`src/design/nnr_div.sv`:
```
// nnr_div: restoring divider, one quotient bit per cycle, that produces the
// fixed-point scale step (quotient plus one). Depends on no package items.
module nnr_div #(
   parameter int              NUM_W      = 25,
   parameter int              DEN_W      = 13,
   parameter logic [NUM_W-1:0] STEP_RESET = '0
) (
   input  logic             clock,
   input  logic             reset,
   input  logic             start,
   input  logic [NUM_W-1:0] num,
   input  logic [DEN_W-1:0] den,
   output logic             busy,
   output logic [NUM_W-1:0] step
);

   localparam int CNT_W = $clog2(NUM_W + 1);

   logic [NUM_W-1:0] num_ff;
   logic [DEN_W-1:0] den_ff;
   logic [DEN_W-1:0] rem_ff;
   logic [CNT_W-1:0] cnt_ff;
   logic             busy_ff;
   logic [NUM_W-1:0] step_ff;

   logic [DEN_W:0]   rem_sh;
   logic             q_bit;
   logic [DEN_W-1:0] rem_in;
   logic [NUM_W-1:0] quot_in;

   // one shift-subtract step
   always_comb begin
      rem_sh  = {rem_ff, num_ff[NUM_W-1]};
      q_bit   = rem_sh >= {1'b0, den_ff};
      rem_in  = q_bit ? DEN_W'(rem_sh - {1'b0, den_ff}) : DEN_W'(rem_sh);
      quot_in = {num_ff[NUM_W-2:0], q_bit};
   end

   always_ff @(posedge clock) begin
      if (reset) begin
         busy_ff <= 1'b0;
         step_ff <= STEP_RESET;
      end else if (start) begin
         busy_ff <= 1'b1;
         num_ff  <= num;
         den_ff  <= den;
         rem_ff  <= '0;
         cnt_ff  <= CNT_W'(NUM_W);
      end else if (busy_ff) begin
         num_ff <= quot_in;
         rem_ff <= rem_in;
         cnt_ff <= cnt_ff - CNT_W'(1);
         if (cnt_ff == CNT_W'(1)) begin
            busy_ff <= 1'b0;
            step_ff <= quot_in + NUM_W'(1);
         end
      end
   end

   assign busy = busy_ff;
   assign step = step_ff;

endmodule

```
`config.mk`:
```
export PLATFORM = sky130hd
export DESIGN_NAME = nnr_div
export DESIGN_NICKNAME = d
export VERILOG_FILES = /design/src/design/nnr_div.sv
export SDC_FILE = /design/constraint.sdc
export NUM_CORES = 1
export LEC_CHECK = 0
export BUFFER_PORTS_ARGS = -buffer_cell sky130_fd_sc_hd__clkbuf_2
export CORE_MARGIN = 4
export CORE_UTILIZATION = 57
export CTS_CLUSTER_SIZE = 25
export DETAILED_ROUTE_END_ITERATION = 8
export PLACE_DENSITY_LB_ADDON = 0.1
export SKIP_CTS_REPAIR_TIMING = 1
export SLEW_MARGIN = 25
export SYNTH_ARGS = -nofsm -noshare
export SYNTH_HDL_FRONTEND = slang
export SYNTH_SLANG_ARGS = --single-unit
```
`constraint.sdc`:
```
create_clock -name clock -period 4.4 [get_ports clock]
set_input_delay 0.22 -clock clock [delete_from_list [all_inputs] [get_ports clock]]
set_output_delay 0.22 -clock clock [all_outputs]
set_load 0.01 [all_outputs]
```
---- After elaboration in Yosys (flattened, before gate mapping) ----
Cells that the tools add are included.
word-level totals
  register bits after elaboration ......... 82
  bits of input ports ..................... 41
  logic and storage cells ................. 25
cells by class
  add/sub/neg operators ................... 3
  $lt $le $gt $ge ......................... 1
  eq/ne operators ......................... 1
  mux-type cells .......................... 8
  bitwise logic cells ..................... 2
  reduce and logical (&&, ||, !) cells .... 4
operators by type and width
  kind                     count
  $mux W25                 2
  $mux W13                 2
  $add A25 B1 Y25 const B  1
  $ge A14 B13 Y1           1
  $sub A13 B13 Y13         1
  $eq A5 B1 Y1 const B     1
  $mux W5                  1
  $sub A5 B1 Y5 const B    1
  $reduce_and A2 Y1        2
  $mux W1                  3
  $reduce_and A3 Y1        1
  $not A1 Y1               2
  $reduce_bool A2 Y1       1

---- Depth between registers and ports, before layout ----
  word-level depth ........................ 4
  depth in mapped cells ................... 16
  gate-level depth less buffers ........... 14

---- Worst setup path before layout ----
OpenSTA, ideal clock, no wires.
  path type ............................... input -> register
  start ................................... input start
  end ..................................... register cnt_ff[0] (enable)
  library setup time ...................... 444 ps
  data arrival time ....................... 2652 ps
  setup slack ............................. 1303 ps
  cell stages on the path ................. 4
  buffers on the path ..................... 2
  cells stage by stage .................... clkbuf_1 -> clkbuf_1 -> nor2_1 -> nor2_1
on the way
  longest elaborated chain between the ends .. 2
RTL lines
  what                                 line  source
  start: declaration                   10    input logic start,
  $reduce_bool A2 Y1 (no source line)  n/a
  $reduce_and A2 Y1 (no source line)   n/a
  end signal: assignment               48    cnt_ff <= CNT_W'(NUM_W);
  end signal: assignment               52    cnt_ff <= cnt_ff - CNT_W'(1);
  end: declaration                     22    logic [CNT_W-1:0] cnt_ff;
No other way between the ends.
A chain may end at the register's enable or synchronous reset.

---- Worst setup path in the final report ----
  start ................................... register num_ff[24]
  end ..................................... register step_ff[24], in the netlist step[24]
on the way
  longest elaborated chain between the ends .. 2
RTL lines
  what                      line  source
  start: declaration        19    logic [NUM_W-1:0] num_ff;
  start signal: assignment  45    num_ff <= num;
  start signal: assignment  50    num_ff <= quot_in;
  $ge A14 B13 Y1            34    q_bit = rem_sh >= {1'b0, den_ff};
  $add A25 B1 Y25           55    step_ff <= quot_in + NUM_W'(1);
  end signal: assignment    55
  end: declaration          24    logic [NUM_W-1:0] step_ff;
No other way between the ends.

==> key figures <==
Timing
  – Final hold vios: 0
  – Slew Limit Fails: 0
  – Final period util: 0.786
  – Final clock skew: approximately 0.0092 ns
  – Slew HR: 0.450
  – Setup TNS: 0 ns
  – Fmax: roughly 0.29 GHz
  – Tmin final: approximately 3.5 ns
  – Slew @ Worst Pin: 0.823 ns
  – Setup Viol. Count Final: 0
  – RSZ-0062 raised after global routing: no

Floorplanning
  – Full die area: ~9000 sq um
  – Die Y: 95.0 microns
  – Die width: roughly 95 microns
  – I/O pins: 67
  – Initial Utilization: 0.592
  – CORE AREA: 7290 sq um
  – # rows: 31

Worst setup path
  – R2R setup slack: 0.94 ns
  – CP required: 4.66 ns
  – Critical Path End Type: register
  – Worst EP arrival: between 3 and 4 ns
  – R2R Path End: step[24]
  – Worst-path maximum fanout: 15
  – Worst setup SP type: register
  – R2r startpoint: num_ff[24]
  – Worst-case reg-to-reg path depth: 14
  – Critical Path Start: num_ff[24]
  – WS Path Type: reg -> reg
  – Critical path capture point: step[24]

Placed design
  – Placer congestion estimate: between 0.8 and 0.9
  – Post-DP HPWL: 6350 microns
  – I/O Buffers: 66
  – DP Area: approximately 4700 sq um

Flow run
  – Max-capacitance violation count: 0

Logic synthesis
  – Post-synthesis net count: between 400 and 500
  – Post-synth EDFFs: 56
  – Post-synthesis xor/xnor area fraction: 0.0609
  – Synth Flop Type: edfxtp_1
  – Async SR Flop Fraction: 0
  – Post-synthesis sequential area ratio: 0.510
  – Main combinational cell family by area after synthesis: simple AND/OR/NAND/NOR gates
  – Netlist cell types: 55
  – Multiplexer share of the synthesized area: 0.0646
  – Post-Synth Adder-Cell Area: 0.0510
  – Synthesized flop and latch total: 82
  – Cells after Synth: 397
  – Syn Area/Cell: roughly 11 sq um
  – Compound-Gate Fraction of Synth Area: 0.137
  – Syn Std Cell Area: about 4300 sq um
  – YS warnings: 0
  – Post-Synth Simple-Gate Area: 0.139

Clock network
  – CTS Buf Count: 9
  – Clk Latency, worst-skew pair: 0.35 ns
  – CTS tree: yes
  – Clk slew on worst S/H paths: 0.08 ns
  – Clock Tree Buf Depth: 2
  – H-tree levels: 3
  – Clk sinks: 82
  – Clk root buf: clkbuf_8

Finish
  – Final core utilization: 0.682
  – Area of the multi-input gates: 1970 sq um
  – Most common cell after layout, fill and taps aside: clkbuf_2
  – Diode count: 0
  – Nets: around 520
  – Share of layout cells above drive strength 1: 0.263
  – Filler Cell Count: 616
  – Final instance area: 4970 sq um
  – Register Area: around 2200 sq um
  – Commonest non-fill, non-tap cells in the layout: clkbuf_2, edfxtp_1, nor2_1
  – P&R area growth vs syn: 15.1%

Pwr
  – Seq pwr share: 0.503
  – Clk pwr share: 0.328
  – Leakage power: about 1.9 nW
  – Comb power frac: 0.169
  – Final Power: between 1.5 and 2 mW
  – Sw Ratio: 0.273
  – Psw: approximately 0.49 mW
  – Int Pwr: ~1.3 mW
  – Peak supply drop: roughly 0.00017 V
  – Pwr Density: 364 nW/um^2

Route
  – Overall routed net length: 8970 microns
  – Initial DRC Count: ~120
  – Wire length per cell: 15.9 microns
  – Vias/cell: between 5 and 6
  – Via Count: roughly 3.2k
  – DR DRC count: 0
  – DRT Pass-1 Iters: 5
  – Antenna viol nets, final: 0

GRT
  – Vias in the first global route: approximately 3.1k
  – Grt ovf: 0
  – First-pass GRT wire length: 14700 microns
  – Largest net degree at the start of global routing: between 50 and 60
  – Initial antenna violation count: 0
  – Gr usage total: 0.209

Run status
  – Outcome: completed

Min path
  – Hold crit path type: in -> reg
==> per-stage QoR <==
stage	worst slack (ns)	hold WS, ns	cells
CTS	0.943	0.0292	562
global route	0.680	0.0166	563
finish	0.942	0.0398	563
detailed placement	0.969	0.399	546
global placement	1.10	0.396	546
floorplan	1.30	0.319	397
==> logic make-up after synthesis <==
family / count (synthesis)
DFF: 82
muxes: 25
buffers and inverters: 40
xor gates and xnor gates: 30
AOI/OAI and AO/OA: 78
and+or+nand+nor: 125
adders and majority gates: 17
==> worst min-delay path by stage <==
stage,cells past startpoint,from,slack [ns],end
2_1_floorplan,0,den[0],0.32,den_ff[0]
3_3_place_gp,1,den[4],0.40,den_ff[4]
3_5_place_dp,1,den[5],0.40,den_ff[5]
4_1_cts,1,den[5],0.03,den_ff[5]
5_1_grt,1,den[4],0.02,den_ff[4]
6_report,1,den[5],0.04,den_ff[5]
==> synth_stat cells (2+ instances only) <==
library cell / n / area share
nor2_1: 42 / 0.037
a211oi_2: 3 / 0.0087
or3b_2: 2 / 0.0041
xor2_1: 13 / 0.026
nand3b_1: 3 / 0.0052
dfxtp_1: 26 / 0.12
and2_1: 4 / 0.0058
inv_1: 20 / 0.017
nand3_1: 9 / 0.010
or3_1: 4 / 0.0058
nor3_1: 5 / 0.0058
xnor2_1: 17 / 0.034
mux2i_1: 2 / 0.0046
ha_1: 16 / 0.046
and3_1: 3 / 0.0043
a2111oi_0: 3 / 0.0061
a21oi_1: 16 / 0.019
a211oi_1: 26 / 0.045
o21a_1: 2 / 0.0035
o21ai_0: 6 / 0.0070
a311oi_1: 2 / 0.0041
or2_2: 2 / 0.0029
nand2_1: 31 / 0.027
nand4_1: 10 / 0.014
mux2_2: 23 / 0.060
a21o_1: 5 / 0.0087
nand2b_1: 2 / 0.0029
clkbuf_1: 15 / 0.013
nor2b_1: 4 / 0.0058
edfxtp_1: 56 / 0.39
==> area by class of cell <==
cell class                 instances  share of cell area
sequential                        82               0.443
inverter                          21              0.0159
timing repair buffer              70              0.0755
clock inverter                     6              0.0146
clock buffer                      10              0.0300
tap                               99              0.0249
multi-input combinational        275               0.396
==> state kept, by name (all words and copies together) (netlist names) <==
register,cells
step,25
rem_ff,13
den_ff,13
busy,1
num_ff,25
cnt_ff,5
==> critical path, stage by stage, from the launching register on <==
cell and delay [ns]:
edfxtp_1 0.35, inv_1 0.05, ha_1 0.22, fa_1 0.40, nor2b_1 0.16, o22a_1 0.22, o211ai_2 0.25, and2_1 0.25
inv_2 0.24, ha_1 0.26, nand2_1 0.12, nor2_1 0.33, nand4_1 0.16, xor2_1 0.16, a211oi_1 0.21
==> routing by layer <==
layer,GRT usage,vias to the layer above,wire length [microns]
met2,0.342,70,4350
li1,-,1586,-
met5,0,-,0
met4,0.0649,0,106
met1,0.281,1511,4120
met3,0.0426,10,394
==> power groups by stage <==
stage | Combinational (mW) | Sequential [mW] | Clock (mW)
CTS | 0.307 | 0.909 | 0.604
finish | 0.306 | 0.909 | 0.593
global route | 0.342 | 0.915 | 0.639
detailed placement | 0.305 | 0.926 | 0
floorplan | 0.235 | 0.919 | 0
global placement | 0.294 | 0.925 | 0
Power figures use the tool's default switching activity.
