### src/design/nnr_pkg.sv
// nnr_pkg: shared types, field widths, register codes and defaults for the
// nearest neighbor channel remap block. Depends on nothing; the top level,
// nnr_csr and nnr_store refer to it by scoped names.
package nnr_pkg;

   // default sizing of the top level
   localparam int MAX_SRC_SIDE_DEF = 256;
   localparam int MAX_DST_SIDE_DEF = 4096;
   localparam int FRAC_BITS_DEF    = 16;

   // fixed field widths
   localparam int SRC_SIZE_W = 9;
   localparam int DST_SIZE_W = 13;
   localparam int CHAN_CNT_W = 3;
   localparam int CHAN_SEL_W = 2;
   localparam int PIXEL_W    = 8;
   localparam int COORD_W    = 12;

   localparam logic [PIXEL_W-1:0] PIXEL_MAX = 8'd255;

   // csr port geometry
   localparam int CSR_ADDR_W = 5;
   localparam int CSR_DATA_W = 32;
   localparam int REG_IDX_W  = 3;

   // register indexes
   localparam logic [REG_IDX_W-1:0] REG_SRC_WIDTH    = 3'd0;
   localparam logic [REG_IDX_W-1:0] REG_SRC_HEIGHT   = 3'd1;
   localparam logic [REG_IDX_W-1:0] REG_DST_WIDTH    = 3'd2;
   localparam logic [REG_IDX_W-1:0] REG_DST_HEIGHT   = 3'd3;
   localparam logic [REG_IDX_W-1:0] REG_SRC_CHANNELS = 3'd4;
   localparam logic [REG_IDX_W-1:0] REG_PICK_CHANNEL = 3'd5;
   localparam logic [REG_IDX_W-1:0] REG_INVERT       = 3'd6;

   // request commands
   localparam logic CMD_LOAD = 1'b0;
   localparam logic CMD_EMIT = 1'b1;

   // channel selection codes
   localparam logic [CHAN_SEL_W-1:0] CHAN_RED   = 2'd0;
   localparam logic [CHAN_SEL_W-1:0] CHAN_GREEN = 2'd1;
   localparam logic [CHAN_SEL_W-1:0] CHAN_BLUE  = 2'd2;
   localparam logic [CHAN_SEL_W-1:0] CHAN_ALPHA = 2'd3;

   typedef struct packed {
      logic               command;
      logic [PIXEL_W-1:0] chan0;
      logic [PIXEL_W-1:0] chan1;
      logic [PIXEL_W-1:0] chan2;
      logic [PIXEL_W-1:0] chan3;
   } req_type;

   typedef struct packed {
      logic [COORD_W-1:0] out_x;
      logic [COORD_W-1:0] out_y;
      logic [PIXEL_W-1:0] out_value;
      logic               out_last;
   } rsp_type;

   typedef struct packed {
      logic [SRC_SIZE_W-1:0] src_width;
      logic [SRC_SIZE_W-1:0] src_height;
      logic [DST_SIZE_W-1:0] dst_width;
      logic [DST_SIZE_W-1:0] dst_height;
      logic [CHAN_CNT_W-1:0] src_channels;
      logic [CHAN_SEL_W-1:0] pick_channel;
      logic                  invert;
   } cfg_type;

endpackage

### src/design/nnr_csr.sv
// nnr_csr: apb-style configuration registers of the channel remap block.
// Depends on nnr_pkg for the register codes, widths and the cfg_type struct.
module nnr_csr (
   input  logic                                clock,
   input  logic                                reset,
   input  logic                                csr_psel,
   input  logic                                csr_penable,
   input  logic                                csr_pwrite,
   input  logic [nnr_pkg::CSR_ADDR_W-1:0]      csr_paddr,
   input  logic [nnr_pkg::CSR_DATA_W-1:0]      csr_pwdata,
   output logic [nnr_pkg::CSR_DATA_W-1:0]      csr_prdata,
   output logic                                csr_pready,
   output nnr_pkg::cfg_type                    cfg,
   output logic                                cfg_wr
);

   localparam int SW = nnr_pkg::SRC_SIZE_W;
   localparam int DW = nnr_pkg::DST_SIZE_W;
   localparam int CW = nnr_pkg::CHAN_CNT_W;
   localparam int SELW = nnr_pkg::CHAN_SEL_W;
   localparam int DATA_W = nnr_pkg::CSR_DATA_W;

   nnr_pkg::cfg_type cfg_ff, cfg_in;
   logic cfg_wr_in;
   logic wr_en;
   logic [nnr_pkg::REG_IDX_W-1:0] reg_idx;

   assign wr_en   = csr_psel & csr_penable & csr_pwrite;
   assign reg_idx = csr_paddr[nnr_pkg::CSR_ADDR_W-1:2];

   // register write decode
   always_comb begin
      cfg_in    = cfg_ff;
      cfg_wr_in = 1'b0;
      if (wr_en) begin
         cfg_wr_in = 1'b1;
         case (reg_idx)
            nnr_pkg::REG_SRC_WIDTH:    cfg_in.src_width    = csr_pwdata[SW-1:0];
            nnr_pkg::REG_SRC_HEIGHT:   cfg_in.src_height   = csr_pwdata[SW-1:0];
            nnr_pkg::REG_DST_WIDTH:    cfg_in.dst_width    = csr_pwdata[DW-1:0];
            nnr_pkg::REG_DST_HEIGHT:   cfg_in.dst_height   = csr_pwdata[DW-1:0];
            nnr_pkg::REG_SRC_CHANNELS: cfg_in.src_channels = csr_pwdata[CW-1:0];
            nnr_pkg::REG_PICK_CHANNEL: cfg_in.pick_channel = csr_pwdata[SELW-1:0];
            nnr_pkg::REG_INVERT:       cfg_in.invert       = csr_pwdata[0];
            default:                   cfg_wr_in           = 1'b0;
         endcase
      end
   end

   always_ff @(posedge clock) begin
      if (reset) begin
         cfg_ff.src_width    <= SW'(1);
         cfg_ff.src_height   <= SW'(1);
         cfg_ff.dst_width    <= DW'(1);
         cfg_ff.dst_height   <= DW'(1);
         cfg_ff.src_channels <= CW'(4);
         cfg_ff.pick_channel <= nnr_pkg::CHAN_RED;
         cfg_ff.invert       <= 1'b0;
         cfg_wr              <= 1'b0;
      end else begin
         cfg_ff <= cfg_in;
         cfg_wr <= cfg_wr_in;
      end
   end

   // read back
   always_comb begin
      case (reg_idx)
         nnr_pkg::REG_SRC_WIDTH:    csr_prdata = DATA_W'(cfg_ff.src_width);
         nnr_pkg::REG_SRC_HEIGHT:   csr_prdata = DATA_W'(cfg_ff.src_height);
         nnr_pkg::REG_DST_WIDTH:    csr_prdata = DATA_W'(cfg_ff.dst_width);
         nnr_pkg::REG_DST_HEIGHT:   csr_prdata = DATA_W'(cfg_ff.dst_height);
         nnr_pkg::REG_SRC_CHANNELS: csr_prdata = DATA_W'(cfg_ff.src_channels);
         nnr_pkg::REG_PICK_CHANNEL: csr_prdata = DATA_W'(cfg_ff.pick_channel);
         nnr_pkg::REG_INVERT:       csr_prdata = DATA_W'(cfg_ff.invert);
         default:                   csr_prdata = '0;
      endcase
   end

   assign csr_pready = 1'b1;
   assign cfg        = cfg_ff;

endmodule

### config.mk
export PLATFORM = sky130hd
export DESIGN_NAME = nnr_csr
export DESIGN_NICKNAME = d
export VERILOG_FILES = /design/src/design/nnr_pkg.sv /design/src/design/nnr_csr.sv
export SDC_FILE = /design/constraint.sdc
export NUM_CORES = 1
export LEC_CHECK = 0
export BUFFER_PORTS_ARGS = -buffer_cell sky130_fd_sc_hd__buf_2
export CAP_MARGIN = 20
export CORE_MARGIN = 2
export CORE_UTILIZATION = 38
export CTS_CLUSTER_SIZE = 12
export DETAILED_ROUTE_END_ITERATION = 6
export PLACE_DENSITY = 0.7
export REMOVE_ABC_BUFFERS = 1
export SYNTH_ARGS = -nofsm -noshare
export SYNTH_HDL_FRONTEND = slang
export SYNTH_SLANG_ARGS = --single-unit
### constraint.sdc
create_clock -name clock -period 1.3 [get_ports clock]
set_clock_uncertainty 0.15 [all_clocks]
set_input_delay 0.13 -clock clock [delete_from_list [all_inputs] [get_ports clock]]
set_output_delay 0.13 -clock clock [all_outputs]
set_load 0.05 [all_outputs]
Word-level counts from Yosys, hierarchy flattened

Cells that the tools add are included.

Flip-flop bits (word level): 51
Word-level logic and storage cells: 29
Input port bits: 42
Output and inout port bits: 84

Equality and inequality tests: 6
Muxes and demuxes: 2
Bitwise logic cells: 3
Reduce and logical (&&, ||, !) cells: 10

Operators with widths:

| operator                                            | number |
|---|---|
| one-hot mux 13 bit (7 select lines)                 | 1 |
| AND reduction 2 bit                                 | 7 |
| equality test 3 bit, second input constant          | 3 |
| OR reduction 7 bit                                  | 1 |
| equality test 3 x 2 -> 1 bit, second input constant | 2 |
| equality test 3 x 1 -> 1 bit, second input constant | 1 |
| logical NOT 3 bit                                   | 1 |
| AND 1 bit                                           | 2 |
| OR reduction 2 bit                                  | 1 |
| 2-to-1 mux 1 bit                                    | 1 |
| NOT 1 bit                                           | 1 |

Longest topological paths before layout

Gate-level depths: netlist (run 1).

Word-level depth: 4
Gate-level depth with buffers: 6
Gate-level depth less buffers: 3

Worst setup path before layout (run 1)

No wires, ideal clock.

Kind: register to output
Start: reg cfg_ff, in the netlist cfg[22]
End: out csr_prdata[3] (netlist bit)
Stages on the path, launching flop included: 3
Setup slack: -0.648 ns
Required time: 1.020 ns
Path buffers: 0
Arrival time: 1.668 ns
Cells stage by stage: dfxtp_1 > mux4_2 > nor2b_1

Cells in the longest elaborated chain, start to end: 1

RTL lines:

| element                             | line          | source |
|---|---|---|
| start: declaration                  | nnr_csr.sv:23 | `nnr_pkg::cfg_type cfg_ff, cfg_in;` |
| start signal: assignment            | nnr_csr.sv:61 | `cfg_ff <= cfg_in;` |
| one-hot mux 13 bit (7 select lines) | nnr_csr.sv:68 | `case (reg_idx)` |
| end: declaration                    | nnr_csr.sv:11 | `output logic [nnr_pkg::CSR_DATA_W-1:0] csr_prdata,` |

No other way between the ends.

Worst setup path in the final report (run 1)

Start: reg cfg_ff, in the netlist cfg[32]
End: out csr_prdata[0] (netlist bit)

The elaborated chain is that of the path after synthesis.

==> metrics.csv, run 1 <==
metric;value;unit
status;complete, but fails checks;
violations;negative setup slack;
dr_wl_met3;296;um
power_density;757;nW/um2
grt_usage;0.175;
start_util;0.392;
fp.dieArea;7690;um2
numCtsBuffers;5;
path_buf_inv;1;
internal-power;2160;uW
synth_cells;258;
crit_chain;mux4_2 > mux2_2 > buf_6;
syn_to_final_growth;48.6;%
cp_top_family;multiplexers;
wl_met2;3.34;mm
critPathMaxFanout;2;
synth_top_cell_area_share;0.384;
p_leak;0.00196;uW
ys_seq_area_frac;0.384;
crit_type;register to output pin;
yosys_register_bits;51;
grt_pass1_wl;10.5;mm
start_kind;register;
postLayoutSetupSlackWorst;-0.483;ns
fin_nets;445;
die_w;87.7;um
cpMaxStageDelayCell;mux4_2;
clock_path_buffers;2;
cts_sinks;51;
rows;30;
grt_setup_unrepaired;true;
clk_pin_slew_worst_paths;0.08;ns
setup_viol;10;
combPwrFrac;0.188;
cts_tree;built;
final_cells;500;
grt_max_degree;41;
min_period;1.78;ns
io_buffers;84;
syn_area;2660;um2
holdWs;0.0127;ns
async_flop_share;0;
yosys_warnings;0;
gp_congestion;0.803;
critPathMaxStageDelay;0.45;ns
drc;0;
syn_area_per_cell;10.3;um2
p_clk_frac;0.284;
min_path_type;primary input to register;
boundaryPins;126;
vias_per_cell;4.49;
num-fill-cells;605;
synth.most_common_cell;nand2b_1;
wire_per_inst;13.6;um
max_cap_viol_count;0;
wirelength;6.78;mm
fin_util;0.582;
yosys-top-cells-count;nand2b_1 (59), mux2i_1 (56), dfxtp_1 (51);
diodes;0;
seq_power_share;0.528;
p_sw_frac;0.278;
drive_above_1_share;0.500;
hold_violations;0;
ys.flop_type;dfxtp_1;
dr.pass1.iters;4;
detail-route-antenna-nets;0;
fin_crit_sh;1.37;
post-dp-hpwl;5.02;mm
core;6790;um2
synth_top_area_cell;dfxtp_1;
power.total;2990;uW
drt_iter0_drc;68;
critPathCaptureType;output pin;
dp.cells;478;
wl_met1;2.99;mm
cts_htree_levels;2;
grt_overflow_total;0;
ys_types;30;
ir_drop;0.339;mV
clockRootBuffer;clkbuf_8;
slew_viol_final;0;
synth.area.top_cells;dfxtp_1 (38%), mux2i_1 (21%), nand2b_1 (14%), buf_4 (6.5%), mux4_2 (5.9%);
num_vias;2244;
fmax;561;MHz
p_sw;833;uW
critPathRequiredTime;1.02;ns
dieHeight;87.7;um
highest_layer;met4;
first_global_vias;2223;
clk_latency;0.29;ns
arrival;1.50;ns
antenna_found_initial;0;
synth-edff-count;0;
[power groups by stage]
| stage | combinational, uW | clock, uW | sequential, uW |
|---|---|---|---|
| after global placement | 507 | 0 | 1620 |
| final | 563 | 850 | 1580 |
| after global routing | 596 | 966 | 1580 |
| after detailed placement | 510 | 0 | 1620 |
| after CTS | 549 | 884 | 1580 |
| after floorplan | 267 | 0 | 1660 |
[cells by family after synthesis]
kind of cell / Yosys count / share of synthesized area
and+or+nand+nor: 93 / 0.208
muxes: 65 / 0.278
DFF: 51 / 0.384
buffers and inverters: 38 / 0.101
AOI/OAI and AO/OA: 9 / 0.0259
other: 2 / 0.00282
[per-layer routing]
metal	global-route usage	up-vias
met3	0.0311	11
met4	0.0685	0
met1	0.214	1037
met5	0	-
met2	0.306	71
li1	-	1125
[flip-flops by register name (all words and copies together), names as in the netlist]
signal,count
cfg,50
cfg_wr,1
[cell type report]
| type | count | area, um2 | area share |
|---|---|---|---|
| multi-input cells | 188 | 1520 | 0.384 |
| repair buffers | 156 | 1180 | 0.298 |
| flip-flops and latches | 51 | 1050 | 0.266 |
| well taps | 96 | 120 | 0.0304 |
| clock buffers | 7 | 76.3 | 0.0193 |
| clock inverters | 1 | 5.00 | 0.00127 |
| inverters | 1 | 3.75 | 0.000949 |
[tightest hold or removal path: cells and delay by family]
family	cells	cell delay [ns]
AND/OR/NAND/NOR	1	0.09
buffers and inverters	1	0.07
multiplexers	1	0.12
[what timing repair did]
action | in CTS | in global routing
buffers inserted | 1 | 6
endpoints found under the setup margin | 15 | 77
hold buffers | 8 | 0
endpoints found under the hold margin | 10 | 0
cloned | 0 | 1
pin swaps | 0 | 3
resized for setup | 40 | 73
[layout by cell type (no fill, tap or decap), types with 2 or more instances in the layout]
cell type       n
nand2b_1       58
buf_2          40
nand3_1         2
mux2i_1        56
buf_6          13
conb_1         20
dfxtp_2        23
nand2_1         5
o221ai_2        2
clkbuf_8        5
nor2b_4         6
mux4_2          7
nor2_1         10
nor2b_1         2
clkbuf_1        2
nand2_2         3
clkbuf_4       23
buf_8           2
dfxtp_1        28
buf_12          2
buf_4          68
dlygate4sd3_1   8
[stage by stage]
stage	setup WS [ns]	instance area (um2)	TNS, ns
finish	-0.483	3950	-2.90
floorplan	-0.648	2460	-7.19
global placement	-0.299	3470	-13.82
detailed placement	-0.292	3470	-15.00
global route	-0.527	3950	-3.50
CTS	-0.495	3760	-3.62
[final timing paths]
check                                   start            end  slack (ns)  cells after the start
worst max-delay path                  cfg[32]  csr_prdata[0]       -0.48                      3
worst min-delay path            csr_pwdata[4]        cfg[10]        0.01                      3
worst max register to register         cfg[5]         cfg[5]        0.22                      3
worst min register to register        cfg[16]        cfg[16]        0.34                      2
Note: power is estimated with default switching activity, not from simulation.
==> inputs of run 2 (changes only) <==
ABC_AREA = 1   (was default)
PLACE_DENSITY = 0.67   (was 0.7)
clock period = 1.8 ns   (was 1.3 ns; I/O delays follow)
==> metrics.csv, run 2 <==
metric;value;unit
status;finished clean;
ir_drop;0.351;mV
post-dp-hpwl;5.17;mm
grt_usage;0.186;
met2_usage;0.316;
yosys_register_bits;51;
min_period;1.62;ns
fin_crit_sh;0.902;
grt_util_met1;0.251;
yosys_warnings;0;
clk_latency;0.31;ns
rows;30;
num-fill-cells;754;
layout_commonest_cell;nand2_1;
core;6910;um2
dr.pass1.iters;6;
drive_above_1_share;0.234;
slew_viol_final;0;
critPathCaptureType;output pin;
die_w;89.0;um
synth-edff-count;0;
boundaryPins;126;
fmax;616;MHz
first_global_vias;2375;
clock_path_buffers;2;
min_path_type;primary input to register;
hold_violations;0;
io_buffers;84;
critPathRequiredTime;1.47;ns
max_cap_viol_count;0;
setup_viol;0;
synth_top_area_cell;dfxtp_1;
slew_headroom;0.570;
p_leak;0.00179;uW
ys.flop_type;dfxtp_1;
clockRootBuffer;clkbuf_8;
grt_pass1_wl;11.5;mm
numCtsBuffers;5;
holdWs;0.0289;ns
syn_area_per_cell;6.30;um2
cts_sinks;51;
vias_per_cell;4.47;
fp.dieArea;7910;um2
postCtsSetupBuffers;0;
diodes;0;
clk_pin_slew_worst_paths;0.09;ns
cts_htree_levels;2;
gp_congestion;0.825;
wire_per_inst;11.6;um
synth.most_common_cell;nand2_1;
fin_nets;566;
dieHeight;89.0;um
syn_area;2740;um2
synth_top_cell_area_share;0.372;
final.setup.tns;0;ns
start_util;0.397;
yosys-top-cells-count;nand2_1 (140), nor2_1 (100), dfxtp_1 (51);
num_vias;2776;
grt-busiest-layer;met2;
async_flop_share;0;
ys_types;17;
holdBufCountCts;2;
drt_iter0_drc;156;
grtUsageMet3;0.0388;
antenna_found_initial;0;
worstMarginPinSlew;0.644;ns
critPathMaxFanout;8;
ys_seq_area_frac;0.372;
grt_overflow_total;0;
power_density;709;nW/um2
wirelength;7.23;mm
cts_repair_resize_count;0;
arrival;1.29;ns
start_kind;primary input;
syn_to_final_growth;24.0;%
synth_cells;435;
cts_tree;built;
grt_setup_unrepaired;false;
drc;0;
grt_max_degree;52;
synth.area.top_cells;dfxtp_1 (37%), nand2_1 (19%), nor2_1 (14%), nand3_1 (8.4%), buf_4 (7.4%);
final_cell_mix;nand2_1 (140), nor2_1 (100), buf_2 (84);
crit_type;primary input to output pin;
largest_register_ffs;50;
detail-route-antenna-nets;0;
run 2: cell type report:
cell class / instances / area, um2 / area share
Timing Repair Buffer: 105 / 646 / 0.190
Tap cell: 96 / 120 / 0.0353
Clock buffer: 6 / 82.6 / 0.0243
Clock inverter: 2 / 35.0 / 0.0103
Sequential cell: 51 / 1020 / 0.300
Inverter: 32 / 120 / 0.0353
Multi-Input combinational cell: 329 / 1380 / 0.405
run 2: where the power goes:
group          switching (uW)  internal, uW  total (uW)
registers                11.0          1140        1150
clock network             388           450         838
logic                     317           102         419
run 2: final timing paths:
path | startpoint | end | slack (ns) | depth (start not counted)
hold / removal | csr_pwdata[12] | cfg[18] | 0.03 | 5
setup / recovery | csr_paddr[3] | csr_prdata[6] | 0.18 | 10
hold reg to reg | cfg[32] | cfg[32] | 0.35 | 2
setup reg to reg | cfg[41] | cfg[41] | 1.03 | 2
run 2: critical path, cell delays in order:
cell and delay [ns]:
buf_2 0.15, inv_1 0.11, nand2_1 0.09, nor2_2 0.13, buf_4 0.19, nand2_1 0.06
nand2_1 0.05, inv_1 0.04, nand2_1 0.05, buf_2 0.25
run 2: metrics by stage:
stage / instance area [um2] / setup slack, ns / std cells / power, uW / utilization
after floorplan: 2520 / 0.0488 / 412 / 1460 / -
after global placement: 3260 / 0.164 / 611 / 1590 / 0.472
after detailed placement: 3260 / 0.120 / 611 / 1590 / 0.472
after CTS: 3400 / 0.174 / 621 / 2440 / 0.492
after global routing: 3400 / 0.0587 / 621 / 2520 / 0.492
final: 3400 / 0.176 / 621 / 2410 / 0.492
run 2: kinds of logic after synthesis:
family,count (synthesis),share of synthesized area
compound gates,6,0.0109
buf+inv,73,0.151
flops,51,0.372
other cells,2,0.00274
simple gates,303,0.464
run 2: layer usage:
layer	vias up	part of all wire	routed length, um
met4	0	0.0055	40
met3	4	0.063	458
li1	1464	-	-
met2	94	0.48	3460
met1	1214	0.45	3270
met5	-	0	0
==> inputs of run 3 (changes only) <==
CORE_ASPECT_RATIO = 0.9   (was default)
==> metrics.csv, run 3 (synthesized netlist as in run 2, its figures left out) <==
metric;value;unit
status;finished clean;
critPathCaptureType;output pin;
wire_per_inst;11.5;um
worstReg2RegStart;cfg[42];
wirelength;7.08;mm
clk_pin_slew_worst_paths;0.09;ns
post-dp-hpwl;5.21;mm
dr.pass1.iters;4;
num_vias;2768;
rows;29;
slew_viol_final;0;
grt_pass1_wl;11.6;mm
fin_nets;565;
final_cell_mix;nand2_1 (140), nor2_1 (100), buf_2 (84);
path_buf_inv;5;
critPathLaunch;csr_paddr[2];
drive_above_1_share;0.231;
holdBufCountCts;1;
p_sw;694;uW
placed_cell_area;3230;um2
core;7040;um2
vias_per_cell;4.49;
fin_area;3350;um2
critPathRequiredTime;1.47;ns
grt_max_degree;30;
grt_setup_unrepaired;false;
min_path_type;primary input to register;
worstMarginPinSlew;0.659;ns
crit_path_frequent_cell;nand2_1;
boundaryPins;126;
final.setup.tns;0;ns
critPathMaxFanout;16;
grt_overflow_total;0;
largest_register_ffs;50;
cts_tree;built;
power_density;700;nW/um2
postCtsSetupBuffers;0;
first_global_vias;2413;
drt_iter0_drc;96;
syn_to_final_growth;22.0;%
p_clk_frac;0.332;
crit_type;primary input to output pin;
grt_usage;0.183;
dieHeight;84.6;um
gp_congestion;0.909;
clock_path_buffers;2;
clk_latency;0.29;ns
layout_commonest_cell;nand2_1;
cp_top_family;buffers and inverters;
cts_htree_levels;2;
hold_violations;0;
arrival;1.31;ns
cts_repair_resize_count;0;
min_period;1.64;ns
p_sw_frac;0.296;
fp.dieArea;7910;um2
slew_headroom;0.560;
detail-route-antenna-nets;0;
cts_sinks;51;
fmax;609;MHz
fin_crit_sh;0.912;
combPwrFrac;0.176;
internal-power;1650;uW
drc;0;
cpMaxStageDelayCell;buf_2;
diodes;0;
min_from;csr_pwdata[0];
start_util;0.390;
setup_viol;0;
die_w;93.6;um
numCtsBuffers;5;
io_buffers;84;
critPathMaxStageDelay;0.27;ns
crit_chain;buf_2 > inv_2 > nand2_1 > nor2_4 > buf_12 > nand2_1 > nand2_1 > inv_1 > nand2_1 > buf_2;
start_kind;primary input;
seq_power_share;0.492;
ir_drop;0.287;mV
max_cap_viol_count;0;
p_leak;0.00177;uW
antenna_found_initial;0;
clockRootBuffer;clkbuf_8;
run 3: power groups by stage:
stage	sequential, uW	combinational [uW]	clock, uW
after floorplan	1230	232	0
after CTS	1150	412	790
after global placement	1180	407	0
after global routing	1160	444	834
final	1150	411	777
after detailed placement	1180	409	0
run 3: routing by layer:
layer,global-route usage,up-vias,wire length (um)
li1,-,1463,-
met1,0.236,1230,3210
met2,0.311,69,3420
met3,0.0395,6,382
met4,0.0461,0,70
met5,0,-,0
run 3: cell type report:
| type | instances | area [um2] |
|---|---|---|
| Sequential cell | 51 | 1020 |
| Fill cell | 776 | 3690 |
| Clock buffer | 6 | 72.6 |
| Inverter | 32 | 120 |
| Tap cell | 93 | 116 |
| Clock inverter | 1 | 30.0 |
| Timing Repair Buffer | 104 | 611 |
| Multi-Input combinational cell | 329 | 1380 |
run 3: worst reg2reg max path, cell delays in order (launching register included):
cell     delay [ns]
dfxtp_1        0.40
nor2_1         0.07
nor2_1         0.09
run 3: per-stage QoR:
step	std cells	hold slack (ns)	total power [uW]	setup slack, ns	utilization
finish	616	0.0141	2340	0.158	0.475
global route	616	0.0281	2430	0.0160	0.475
CTS	616	0.0112	2360	0.148	0.475
detailed placement	608	0.276	1590	0.0844	0.459
global placement	608	0.266	1590	0.111	0.459
floorplan	412	0.156	1460	0.0488	-
run 3: path summary, 6_finish.rpt:
| kind | endpoint | slack [ns] | cells after the start |
|---|---|---|---|
| max | csr_prdata[3] | 0.16 | 10 |
| min | cfg[19] | 0.01 | 3 |
| max reg2reg | cfg[42] | 1.03 | 2 |
| min reg2reg | cfg[32] | 0.35 | 2 |
